## config.mk

```make
export PLATFORM = sky130hd
export DESIGN_NAME = line_evicting_char_ring_log_unit_flat
export DESIGN_NICKNAME = d
export VERILOG_FILES = /design/src/sv/lecrl_pkg.sv /design/src/sv/lecrl_ifs.sv /design/src/sv/line_evicting_char_ring_log_unit.sv /design/src/flat_wrapper.sv
export SDC_FILE = /design/constraint.sdc
export NUM_CORES = 2
export LEC_CHECK = 0
export CORE_ASPECT_RATIO = 0.6
export CORE_MARGIN = 5
export CORE_UTILIZATION = 40
export DETAILED_ROUTE_END_ITERATION = 8
export DONT_BUFFER_PORTS = 1
export SYNTH_ARGS = -nofsm -noshare
export SYNTH_HDL_FRONTEND = slang
export SYNTH_SLANG_ARGS = --single-unit
```

## constraint.sdc

```tcl
create_clock -name i_clk -period 9.8 [get_ports i_clk]
set_clock_uncertainty 0.15 [all_clocks]
set_input_delay 0.49 -clock i_clk [delete_from_list [all_inputs] [get_ports i_clk]]
set_output_delay 0.49 -clock i_clk [all_outputs]
set_load 0.01 [all_outputs]
```

## src/sv/lecrl_pkg.sv

```systemverilog
// Package for the line-evicting character ring log: widths, codes and sequencer states.
package lecrl_pkg;

    // Fixed field widths
    localparam int CHAR_W  = 8;
    localparam int ROW_W   = 5;
    localparam int START_W = 7;

    // Parameter defaults
    localparam int DEPTH_DEF = 128;
    localparam int ROWS_DEF  = 20;

    // Byte that ends a line; it is stored as zero
    localparam logic [CHAR_W-1:0] NEWLINE_CHAR = 8'd10;

    // Command codes
    typedef enum logic {
        CMD_PUT  = 1'b0,
        CMD_LIST = 1'b1
    } t_cmd;

    // Sequencer states
    typedef enum logic [2:0] {
        S_IDLE,
        S_PRD,
        S_PCHK,
        S_PWR,
        S_LRD,
        S_LCHK,
        S_EMIT
    } t_state;

endpackage

```

## src/sv/lecrl_ifs.sv

```systemverilog
// Valid/ready channel interfaces for the input items and the row results.
interface lecrl_in_if import lecrl_pkg::*; ();
    logic              valid;
    logic              ready;
    logic              cmd;
    logic [CHAR_W-1:0] char_in;

    modport source (output valid, output cmd, output char_in, input ready);
    modport sink   (input valid, input cmd, input char_in, output ready);
endinterface

interface lecrl_out_if import lecrl_pkg::*; ();
    logic               valid;
    logic               ready;
    logic [ROW_W-1:0]   row;
    logic [START_W-1:0] line_start;
    logic               line_valid;
    logic               last;

    modport source (output valid, output row, output line_start, output line_valid,
                    output last, input ready);
    modport sink   (input valid, input row, input line_start, input line_valid,
                    input last, output ready);
endinterface

```

## src/sv/line_evicting_char_ring_log_unit.sv

```systemverilog
// Line-evicting character ring log: one sequencer walks the ring with a shared step unit.
// Put: accept, then write (S_PWR); when the full ring drops its oldest line, each byte walked
//   takes a read (S_PRD) and a check (S_PCHK), since the byte store has one registered read.
// List: accept, then a read (S_LRD) and a check (S_LCHK) per byte walked backward, and a row
//   beat from S_EMIT per row (ROWS beats), held while the result side holds ready low; input waits until it is done.
// Reset (synchronous, active low) empties the ring and clears all entry valid bits at once.
module line_evicting_char_ring_log_unit import lecrl_pkg::*; #(
    parameter int DEPTH = DEPTH_DEF,
    parameter int ROWS  = ROWS_DEF
) (
    input  logic  i_clk,
    input  logic  i_rst_n,
    lecrl_in_if.sink    i_in,
    lecrl_out_if.source o_out
);

    localparam int AW = $clog2(DEPTH);
    localparam int CW = $clog2(ROWS + 1);

    // Ring step unit
    function automatic logic [AW-1:0] ring_next(input logic [AW-1:0] p);
        return (p == AW'(DEPTH - 1)) ? '0 : p + 1'b1;
    endfunction

    function automatic logic [AW-1:0] ring_prev(input logic [AW-1:0] p);
        return (p == '0) ? AW'(DEPTH - 1) : p - 1'b1;
    endfunction

    t_state             r_state, n_state;
    logic [AW-1:0]      r_widx, n_widx;
    logic [AW-1:0]      r_ridx, n_ridx;
    logic [AW-1:0]      r_ptr, n_ptr;
    logic [CW-1:0]      r_cnt, n_cnt;
    logic [CHAR_W-1:0]  r_char, n_char;
    logic [AW-1:0]      r_em_start, n_em_start;
    logic               r_em_valid, n_em_valid;
    logic               r_cont, n_cont;

    logic               r_out_valid, n_out_valid;
    logic [ROW_W-1:0]   r_out_row, n_out_row;
    logic [START_W-1:0] r_out_start, n_out_start;
    logic               r_out_lvalid, n_out_lvalid;
    logic               r_out_last, n_out_last;

    logic [CHAR_W-1:0]  r_mem [DEPTH];
    logic [DEPTH-1:0]   r_vld;
    logic [CHAR_W-1:0]  r_rd_data;
    logic               r_rd_vld;

    logic [AW-1:0]      rd_addr;
    logic               rd_zero;
    logic               in_acc;
    logic               out_free;
    logic               wr_en;

    assign in_acc   = i_in.valid && i_in.ready;
    assign out_free = !r_out_valid || o_out.ready;
    assign wr_en    = (r_state == S_PWR);
    assign rd_zero  = !r_rd_vld || (r_rd_data == '0);
    assign rd_addr  = (r_state == S_LRD) ? ring_prev(r_ptr) : r_ptr;

    assign i_in.ready       = (r_state == S_IDLE);
    assign o_out.valid      = r_out_valid;
    assign o_out.row        = r_out_row;
    assign o_out.line_start = r_out_start;
    assign o_out.line_valid = r_out_lvalid;
    assign o_out.last       = r_out_last;

    // Byte store and registered read
    always_ff @(posedge i_clk) begin
        if (wr_en) begin
            r_mem[r_widx] <= r_char;
        end
        r_rd_data <= r_mem[rd_addr];
        r_rd_vld  <= r_vld[rd_addr];
    end

    // Entry valid bits: an unwritten entry reads as zero
    always_ff @(posedge i_clk) begin
        if (!i_rst_n) begin
            r_vld <= '0;
        end else if (wr_en) begin
            r_vld[r_widx] <= 1'b1;
        end
    end

    // Control registers
    always_ff @(posedge i_clk) begin
        if (!i_rst_n) begin
            r_state     <= S_IDLE;
            r_widx      <= '0;
            r_ridx      <= '0;
            r_out_valid <= 1'b0;
        end else begin
            r_state     <= n_state;
            r_widx      <= n_widx;
            r_ridx      <= n_ridx;
            r_out_valid <= n_out_valid;
        end
    end

    // Work and payload registers
    always_ff @(posedge i_clk) begin
        r_ptr        <= n_ptr;
        r_cnt        <= n_cnt;
        r_char       <= n_char;
        r_em_start   <= n_em_start;
        r_em_valid   <= n_em_valid;
        r_cont       <= n_cont;
        r_out_row    <= n_out_row;
        r_out_start  <= n_out_start;
        r_out_lvalid <= n_out_lvalid;
        r_out_last   <= n_out_last;
    end

    // Sequencer
    always_comb begin
        n_state      = r_state;
        n_widx       = r_widx;
        n_ridx       = r_ridx;
        n_ptr        = r_ptr;
        n_cnt        = r_cnt;
        n_char       = r_char;
        n_em_start   = r_em_start;
        n_em_valid   = r_em_valid;
        n_cont       = r_cont;
        n_out_valid  = r_out_valid && !o_out.ready;
        n_out_row    = r_out_row;
        n_out_start  = r_out_start;
        n_out_lvalid = r_out_lvalid;
        n_out_last   = r_out_last;

        unique case (r_state)
            S_IDLE: begin
                if (in_acc) begin
                    if (i_in.cmd == CMD_PUT) begin
                        n_char  = (i_in.char_in == NEWLINE_CHAR) ? '0 : i_in.char_in;
                        n_ptr   = r_ridx;
                        n_state = (r_ridx == ring_next(r_widx)) ? S_PRD : S_PWR;
                    end else begin
                        n_cnt = '0;
                        if (r_widx == r_ridx) begin
                            // empty ring: all rows unused
                            n_em_valid = 1'b0;
                            n_em_start = '0;
                            n_cont     = 1'b0;
                            n_state    = S_EMIT;
                        end else begin
                            n_ptr   = ring_prev(r_widx);
                            n_state = S_LRD;
                        end
                    end
                end
            end
            S_PRD: begin
                n_state = S_PCHK;
            end
            S_PCHK: begin
                // drop the oldest line, stopping at the write slot
                if (r_ptr == r_widx) begin
                    n_ridx  = r_widx;
                    n_state = S_PWR;
                end else if (rd_zero) begin
                    n_ridx  = ring_next(r_ptr);
                    n_state = S_PWR;
                end else begin
                    n_ptr   = ring_next(r_ptr);
                    n_state = S_PRD;
                end
            end
            S_PWR: begin
                n_widx  = ring_next(r_widx);
                n_state = S_IDLE;
            end
            S_LRD: begin
                n_state = S_LCHK;
            end
            S_LCHK: begin
                // walk back: a zero before the pointer marks a line start
                if (r_ptr == r_ridx) begin
                    n_em_start = r_ptr;
                    n_em_valid = 1'b1;
                    n_cont     = 1'b0;
                    n_state    = S_EMIT;
                end else if (!rd_zero) begin
                    n_ptr   = ring_prev(r_ptr);
                    n_state = S_LRD;
                end else begin
                    n_em_start = r_ptr;
                    n_em_valid = 1'b1;
                    n_cont     = 1'b1;
                    n_ptr      = ring_prev(r_ptr);
                    n_state    = S_EMIT;
                end
            end
            S_EMIT: begin
                if (out_free) begin
                    n_out_valid  = 1'b1;
                    n_out_row    = ROW_W'(r_cnt);
                    n_out_start  = r_em_valid ? START_W'(r_em_start) : '0;
                    n_out_lvalid = r_em_valid;
                    n_out_last   = (r_cnt == CW'(ROWS - 1));
                    n_cnt        = r_cnt + 1'b1;
                    if (r_cnt == CW'(ROWS - 1)) begin
                        n_state = S_IDLE;
                    end else if (r_cont) begin
                        n_state = S_LRD;
                    end else begin
                        // pad the remaining rows
                        n_em_valid = 1'b0;
                        n_em_start = '0;
                    end
                end
            end
            default: begin
                n_state = S_IDLE;
            end
        endcase
    end

`ifndef SYNTHESIS
    // A completed put always leaves the ring non-empty
    a_put_nonempty: assert property (@(posedge i_clk) disable iff (!i_rst_n)
        (r_state == S_PWR) |=> (r_widx != r_ridx))
        else $error("ring empty after put");

    // The final beat of a list carries the last row number
    a_last_row: assert property (@(posedge i_clk) disable iff (!i_rst_n)
        (o_out.valid && o_out.last) |-> (o_out.row == ROW_W'(ROWS - 1)))
        else $error("last flag on wrong row");

    // Unused rows report start index zero
    a_unused_start: assert property (@(posedge i_clk) disable iff (!i_rst_n)
        (o_out.valid && !o_out.line_valid) |-> (o_out.line_start == '0))
        else $error("unused row with nonzero start");

    // No input beat is taken while a list beat is still being produced
    a_busy_list: assert property (@(posedge i_clk) disable iff (!i_rst_n)
        (r_state == S_EMIT) |-> !i_in.ready)
        else $error("input ready during list");
`endif

endmodule

```

## src/flat_wrapper.sv

```systemverilog
// flat-port wrapper written by rule: the top's interface ports become plain ports
module line_evicting_char_ring_log_unit_flat import lecrl_pkg::*;
#(
    parameter int DEPTH = DEPTH_DEF,
    parameter int ROWS  = ROWS_DEF
)
  (i_clk, i_rst_n, i_in_valid, i_in_cmd, i_in_char_in, i_in_ready, o_out_valid, o_out_row, o_out_line_start, o_out_line_valid, o_out_last, o_out_ready);
  lecrl_in_if i_in_i ();
  lecrl_out_if o_out_i ();
  input  logic i_clk;
  input  logic i_rst_n;
  input wire logic [$bits(i_in_i.valid)-1:0] i_in_valid;
  input wire logic [$bits(i_in_i.cmd)-1:0] i_in_cmd;
  input wire logic [$bits(i_in_i.char_in)-1:0] i_in_char_in;
  output wire logic [$bits(i_in_i.ready)-1:0] i_in_ready;
  output wire logic [$bits(o_out_i.valid)-1:0] o_out_valid;
  output wire logic [$bits(o_out_i.row)-1:0] o_out_row;
  output wire logic [$bits(o_out_i.line_start)-1:0] o_out_line_start;
  output wire logic [$bits(o_out_i.line_valid)-1:0] o_out_line_valid;
  output wire logic [$bits(o_out_i.last)-1:0] o_out_last;
  input wire logic [$bits(o_out_i.ready)-1:0] o_out_ready;
  assign i_in_i.valid = i_in_valid;
  assign i_in_i.cmd = i_in_cmd;
  assign i_in_i.char_in = i_in_char_in;
  assign i_in_ready = i_in_i.ready;
  assign o_out_valid = o_out_i.valid;
  assign o_out_row = o_out_i.row;
  assign o_out_line_start = o_out_i.line_start;
  assign o_out_line_valid = o_out_i.line_valid;
  assign o_out_last = o_out_i.last;
  assign o_out_i.ready = o_out_ready;
  line_evicting_char_ring_log_unit #(.DEPTH(DEPTH), .ROWS(ROWS)) u_core (.i_clk(i_clk), .i_rst_n(i_rst_n), .i_in(i_in_i), .o_out(o_out_i));
endmodule
```

# [Yosys cells after proc, flatten, opt, wreduce, memory -nomap -nowiden]
# Memories as Yosys holds them, arrays and structs flattened. A register that Yosys moved wholly into a read port is not among the register bits.
# Cells that the tools add are included.
[word_totals] ramBits=1024 mem_count=1 in_bits=13 wordCells=136 register_bits=190
[memory_table] name="u_core.r_mem" words=128 word_bits=8 read_ports=1 rd_ports_with_merged_regs=1 wr=1 line_no="line_evicting_char_ring_log_unit.sv:45" text="logic [CHAR_W-1:0] r_mem [DEPTH];"
[classes] reduce_logical=25 n_addsub=5 bitwise_logic=2 eq_ne=26 magnitude_cmp=3 muxes=58
[ops] operator="two-way mux 7 bit" count=21
[ops] operator="OR 128 bit" count=1
[ops] operator="case mux 7 bit (3 select lines)" count=2
[ops] operator="equality test 7 bit" count=4
[ops] operator="two-way mux 3 bit" count=7
[ops] operator="case mux 3 bit (6 select lines)" count=1
[ops] operator="< comparator 7 x 8 -> 1 bit, second input constant" count=2
[ops] operator="inequality test 2 bit, second input constant" count=8
[ops] operator="two-way mux 1 bit" count=15
[ops] operator="two-way mux 5 bit" count=3
[ops] operator="adder 7 x 1 -> 7 bit, second input constant" count=2
[ops] operator="equality test 7 bit, second input constant" count=2
[ops] operator="zero test 7 bit" count=2
[ops] operator="subtractor 7 x 1 -> 7 bit, second input constant" count=2
[ops] operator="case mux 5 bit (2 select lines)" count=1
[ops] operator="equality test 3 bit, second input constant" count=3
[ops] operator="equality test 8 x 4 -> 1 bit, second input constant" count=1
[ops] operator="zero test 8 bit" count=1
[ops] operator="two-way mux 2 bit" count=4
[ops] operator="AND reduction 8 bit" count=1
[ops] operator="binary-select mux 1 bit (select 7 bit)" count=1
[ops] operator="demux 1 bit (select 7 bit)" count=1
[ops] operator="greater-or-equal comparator 7 x 1 -> 1 bit, second input constant" count=1
[ops] operator="equality test 3 x 2 -> 1 bit, second input constant" count=2
[ops] operator="20 further kinds" count=31

# [Depth between registers and ports, before layout]
[depth] depth_word=7 depth_mapped=15

# [Least setup slack after synthesis]
# No wires, ideal clock.
[synth_path] path_kind="register to register" from="register u_core.r_ptr[1]" to="register u_core.r_rd_vld" t_required_ns=9.518 setup_slack_ns=6.281 arrival_ns=3.236 period_less_slack_ns=3.519 path_stages_with_launch=15 path_cell_list="edfxtp_1 -> clkbuf_1 -> inv_1 -> ha_1 -> nor4b_1 -> buf_2 -> a211oi_2 -> nor2_2 -> buf_4 -> buf_4 -> mux4_2 -> a22oi_1 -> a21oi_1 -> nor3_1 -> o311ai_1"
[synth_between] elab_chain_len=5 word_cells_on_any_way=6
[synth_lines] element="start, declared" line_no="line_evicting_char_ring_log_unit.sv:32" text="logic [AW-1:0] r_ptr, n_ptr;"
[synth_lines] element="start signal, assigned" line_no="line_evicting_char_ring_log_unit.sv:104" text="r_ptr <= n_ptr;"
[synth_lines] element="subtractor 7 x 1 -> 7 bit or zero test 7 bit (tied branches)" line_no="line_evicting_char_ring_log_unit.sv:26" text="return (p == '0) ? AW'(DEPTH - 1) : p - 1'b1;"
[synth_lines] element="two-way mux 7 bit" line_no="line_evicting_char_ring_log_unit.sv:26"
[synth_lines] element="two-way mux 7 bit (*)" line_no="line_evicting_char_ring_log_unit.sv:60" text="assign rd_addr = (r_state == S_LRD) ? ring_prev(r_ptr) : r_ptr;"
[synth_lines] element="binary-select mux 1 bit (select 7 bit) (*)" line_no="line_evicting_char_ring_log_unit.sv:75" text="r_rd_vld <= r_vld[rd_addr];"
[synth_lines] element="two-way mux 1 bit (not written as such) (*)" line_no="line_evicting_char_ring_log_unit.sv:75"
[synth_lines] element="end signal, assigned" line_no="line_evicting_char_ring_log_unit.sv:75"
[synth_lines] element="end, declared" line_no="line_evicting_char_ring_log_unit.sv:48" text="logic r_rd_vld;"
# Mark *: on every way between the ends. The rest lies on a longest branch, timed or not. The select of a mux whose other input is x is not followed.
# A chain may end at the register's enable or synchronous reset.

# [Worst setup path after layout]
[layout_path] from="register u_core.r_ptr[0]" to="register u_core.r_rd_data[4] (read register of u_core.r_mem)"
[layout_between] elab_chain_len=3 word_cells_on_any_way=4
[layout_lines] element="subtractor 7 x 1 -> 7 bit or zero test 7 bit (tied branches)" line_no="line_evicting_char_ring_log_unit.sv:26"
[layout_lines] element="two-way mux 7 bit" line_no="line_evicting_char_ring_log_unit.sv:26"
[layout_lines] element="two-way mux 7 bit (*)" line_no="line_evicting_char_ring_log_unit.sv:60"
[layout_lines] element="end, declared" line_no="line_evicting_char_ring_log_unit.sv:47" text="logic [CHAR_W-1:0] r_rd_data;"
# Mark *: on every way between the ends. The rest lies on a longest branch, timed or not.

==> results.toml <==
[setup_path]
rr_worst_depth = 11
crit_buf_inv = 2
crit_family = "compound AO/OA/AOI/OAI gates"
arrival_ps = 6450
critPathLaunchType = "register"
critPathMaxFanout = 58
startpoint = "u_core.r_ptr[0]"
crit_type = "reg2reg"
rr_endpoint = "u_core.r_rd_data[4]"
path_cells = "clkinv_1, ha_1, or4b_4, o211ai_4, nand2_8, buf_4, mux4_2, a22oi_1, nand3_1, a221oi_1, o221ai_1"
critPathMaxStageDelay_ps = 890
rrSetupSlack_ps = 3740
r2r-start = "u_core.r_ptr[0]"
required_ps = 10200
end_kind = "register"
crit_slowest_cell = "edfxtp_1"

[layout]
final_layout_size_suffix_gt1_frac = 0.161
fin_nets = 2868
syn_to_final_growth_pct = 11.0
final.fill_count = 10200
final_core_util = 0.449
multi_input_area_sq_um = 12400
seq_area_sq_um = 35100
diodes = 0

[synthesis]
syn_area_per_cell_sq_um = 16.8
synth_edf_count = 1067
synth-main-ff-cell = "edfxtp_1"
synth_warnings = 0
ys_types = 72
async_flop_share = 0
synthCells = 2868
synthesis.area_sq_um = 48300
ys_seq_area_frac = 0.728
postSynthRegisterBits = 1222
synth_nets = 2888

[global_routing]
overflow = 0
antenna_found_initial = 6
grt_pass1_vias = 26500
grtUsageTotal = 0.201
grt_max_degree = 148
grt_pass1_wl_mm = 188

[route]
drt_iter0_drc = 3728
drt-pass1-iter-count = 7
ant_nets = 0
vias = 27100
vias_per_cell = 5.98
routedWlPerCell_um = 28.6
drt-total-wl_mm = 130
drc = 0

[pwr]
power.share.clock = 0.277
p_sw_frac = 0.350
leakage_nw = 16.8
pwr-share-seq = 0.386
p_comb_frac = 0.337
fin_total_pwr_mw = 15.5
p_per_area_nw_per_um2 = 289
p_int_mw = 10.0
peakVddDrop_mv = 0.244
p_switching_mw = 5.41

[timing]
hold_violations = 0
fin_crit_sh = 0.618
report.final.slew_viol_count = 0
relSlewSlack = 0.165
tightest_slew_ps = 1250
post-route-min-period_ps = 6060
worst_slack_ps = 3740
rsz0062_at_grt = "no"
whs_ps = 92.1
tns_ps = 0
setup-violations-final = 0
fmax_mhz = 165

[cts]
path_clk_slew_ps = 70
clk_latency_ps = 710
cts.sinks = 1222
post_cts_buffers = 0
cts_resized = 0
htreeDepth = 3
cts_buffer_depth = 3
cts_buffers = 106
root_buffer = "clkbuf_16"
hold_buffers = 14
cts_tree = "done"

[hold_path]
hold-path-cell-count = 2
hp-start = "i_in_cmd"
min_to = "u_core.r_ptr[0]"
hold_path_class = "in2reg"

[floorplan]
rows = 98
die_h_um = 279
pin_count = 29
coreArea_sq_um = 119000
dieWidth_um = 458
start_util = 0.404
design.die.area_sq_um = 128000

[place]
dp_slack_ps = 3750
dpl.hpwl_mm = 80.6
io_buffers = 0
gp_congestion = 0.893

[job]
cap_viol_max_count = 0

[status]
status = "complete, no violations"
worst max path at each step:
stage | end | cells after the start
after global placement | u_core.r_rd_data[0] | 11
after global routing | u_core.r_rd_data[0] | 11
after CTS | u_core.r_rd_data[0] | 11
after detailed placement | u_core.r_rd_data[0] | 11
final | u_core.r_rd_data[4] | 11
after floorplan | u_core.r_rd_vld | 14
logic make-up after synthesis:
kind of cell / after synthesis / share of synthesized area
adder cells (fa/ha/maj): 7 / 0.00182
buffers and inverters: 197 / 0.0175
AND/OR/NAND/NOR: 678 / 0.0630
AO/OA/AOI/OAI: 464 / 0.0679
multiplexers: 255 / 0.113
flip-flops: 1222 / 0.728
XOR/XNOR: 45 / 0.00817
cells in the final DEF, fill, tap and decap left out, types with 9 or more instances in the layout:
cell type / n
nor2b_1: 12
nor3_1: 20
a221oi_1: 10
o211ai_1: 11
dfxtp_1: 155
nor2_1: 177
a22oi_1: 104
o21ai_0: 30
xnor2_1: 28
nor4_1: 17
bufinv_16: 9
and3_1: 14
clkinv_1: 11
mux2i_1: 16
xor2_1: 17
and2_1: 15
a21oi_1: 90
nand3_1: 137
clkbuf_8: 13
inv_1: 9
buf_4: 42
dlygate4sd3_1: 13
mux4_2: 232
nand2_1: 238
clkbuf_16: 108
clkbuf_1: 24
o21a_1: 128
edfxtp_1: 1067
clkinv_2: 22
o221ai_1: 14
worst reg2reg max path, stage by stage, from the launching register on:
cell	delay, ps
edfxtp_1	890
clkinv_1	520
ha_1	360
or4b_4	230
o211ai_4	200
nand2_8	580
buf_4	820
mux4_2	620
a22oi_1	380
nand3_1	140
a221oi_1	810
o221ai_1	200
synthesized netlist by cell type, types with 10 or more instances:
cell | n | area (sq um)
nor2_1 | 180 | 676
nor2b_1 | 12 | 75.1
nand2_1 | 241 | 905
buf_2 | 24 | 120
o211ai_1 | 11 | 82.6
xnor2_1 | 28 | 245
edfxtp_1 | 1067 | 32000
and3_1 | 14 | 87.6
dfxtp_1 | 155 | 3100
a221oi_1 | 10 | 87.6
nand3_1 | 139 | 696
and2_1 | 15 | 93.8
mux4_2 | 232 | 5230
nor3_1 | 20 | 100
nor4_1 | 17 | 106
o221ai_1 | 14 | 123
buf_1 | 17 | 63.8
clkbuf_1 | 131 | 492
o21a_1 | 128 | 961
o21ai_0 | 31 | 155
xor2_1 | 17 | 149
a22oi_1 | 104 | 781
mux2i_1 | 16 | 160
a21oi_1 | 91 | 455
per-layer routing:
layer  share of wire  track usage  vias to the layer above
li1                -            -                    11300
met1            0.45        0.313                    14100
met2            0.40        0.264                     1475
met3            0.13       0.0741                      196
met4           0.020       0.0460                        2
met5         0.00010            0                        -
area by class of cell:
class | count | area share
flip-flops and latches | 1222 | 0.656
clock buffers | 145 | 0.0555
inverters | 12 | 0.000841
clock inverters | 52 | 0.0103
multi-input cells | 1449 | 0.231
repair buffers | 57 | 0.00920
well taps | 1600 | 0.0374
per-stage QoR:
stage / instances / cell area, sq um
after global routing: 4537 / 53600
final: 4537 / 53600
after floorplan: 2868 / 48300
after detailed placement: 4326 / 49900
after global placement: 4326 / 49900
after CTS: 4537 / 53600
power groups by stage:
| stage | clock [mW] | combinational (mW) | sequential [mW] |
|---|---|---|---|
| 2_1_floorplan | 0 | 3.41 | 6.02 |
| 3_3_place_gp | 0 | 5.06 | 6.06 |
| 3_5_place_dp | 0 | 5.11 | 6.07 |
| 4_1_cts | 4.35 | 5.14 | 5.95 |
| 5_1_grt | 4.58 | 5.51 | 5.97 |
| 6_report | 4.29 | 5.21 | 5.96 |
flip-flops by register name (all words and copies together) (netlist names), 3 cells and up:
signal                   count
u_core.r_rd_data             8
u_core.o_out.row             5
u_core.r_char                8
u_core.r_widx                7
u_core.r_mem              1024
u_core.r_em_start            7
u_core.r_state               3
u_core.r_cnt                 5
u_core.r_ridx                7
u_core.r_ptr                 7
u_core.o_out.line_start      7
u_core.r_vld               128
Power figures use the tool's default switching activity.
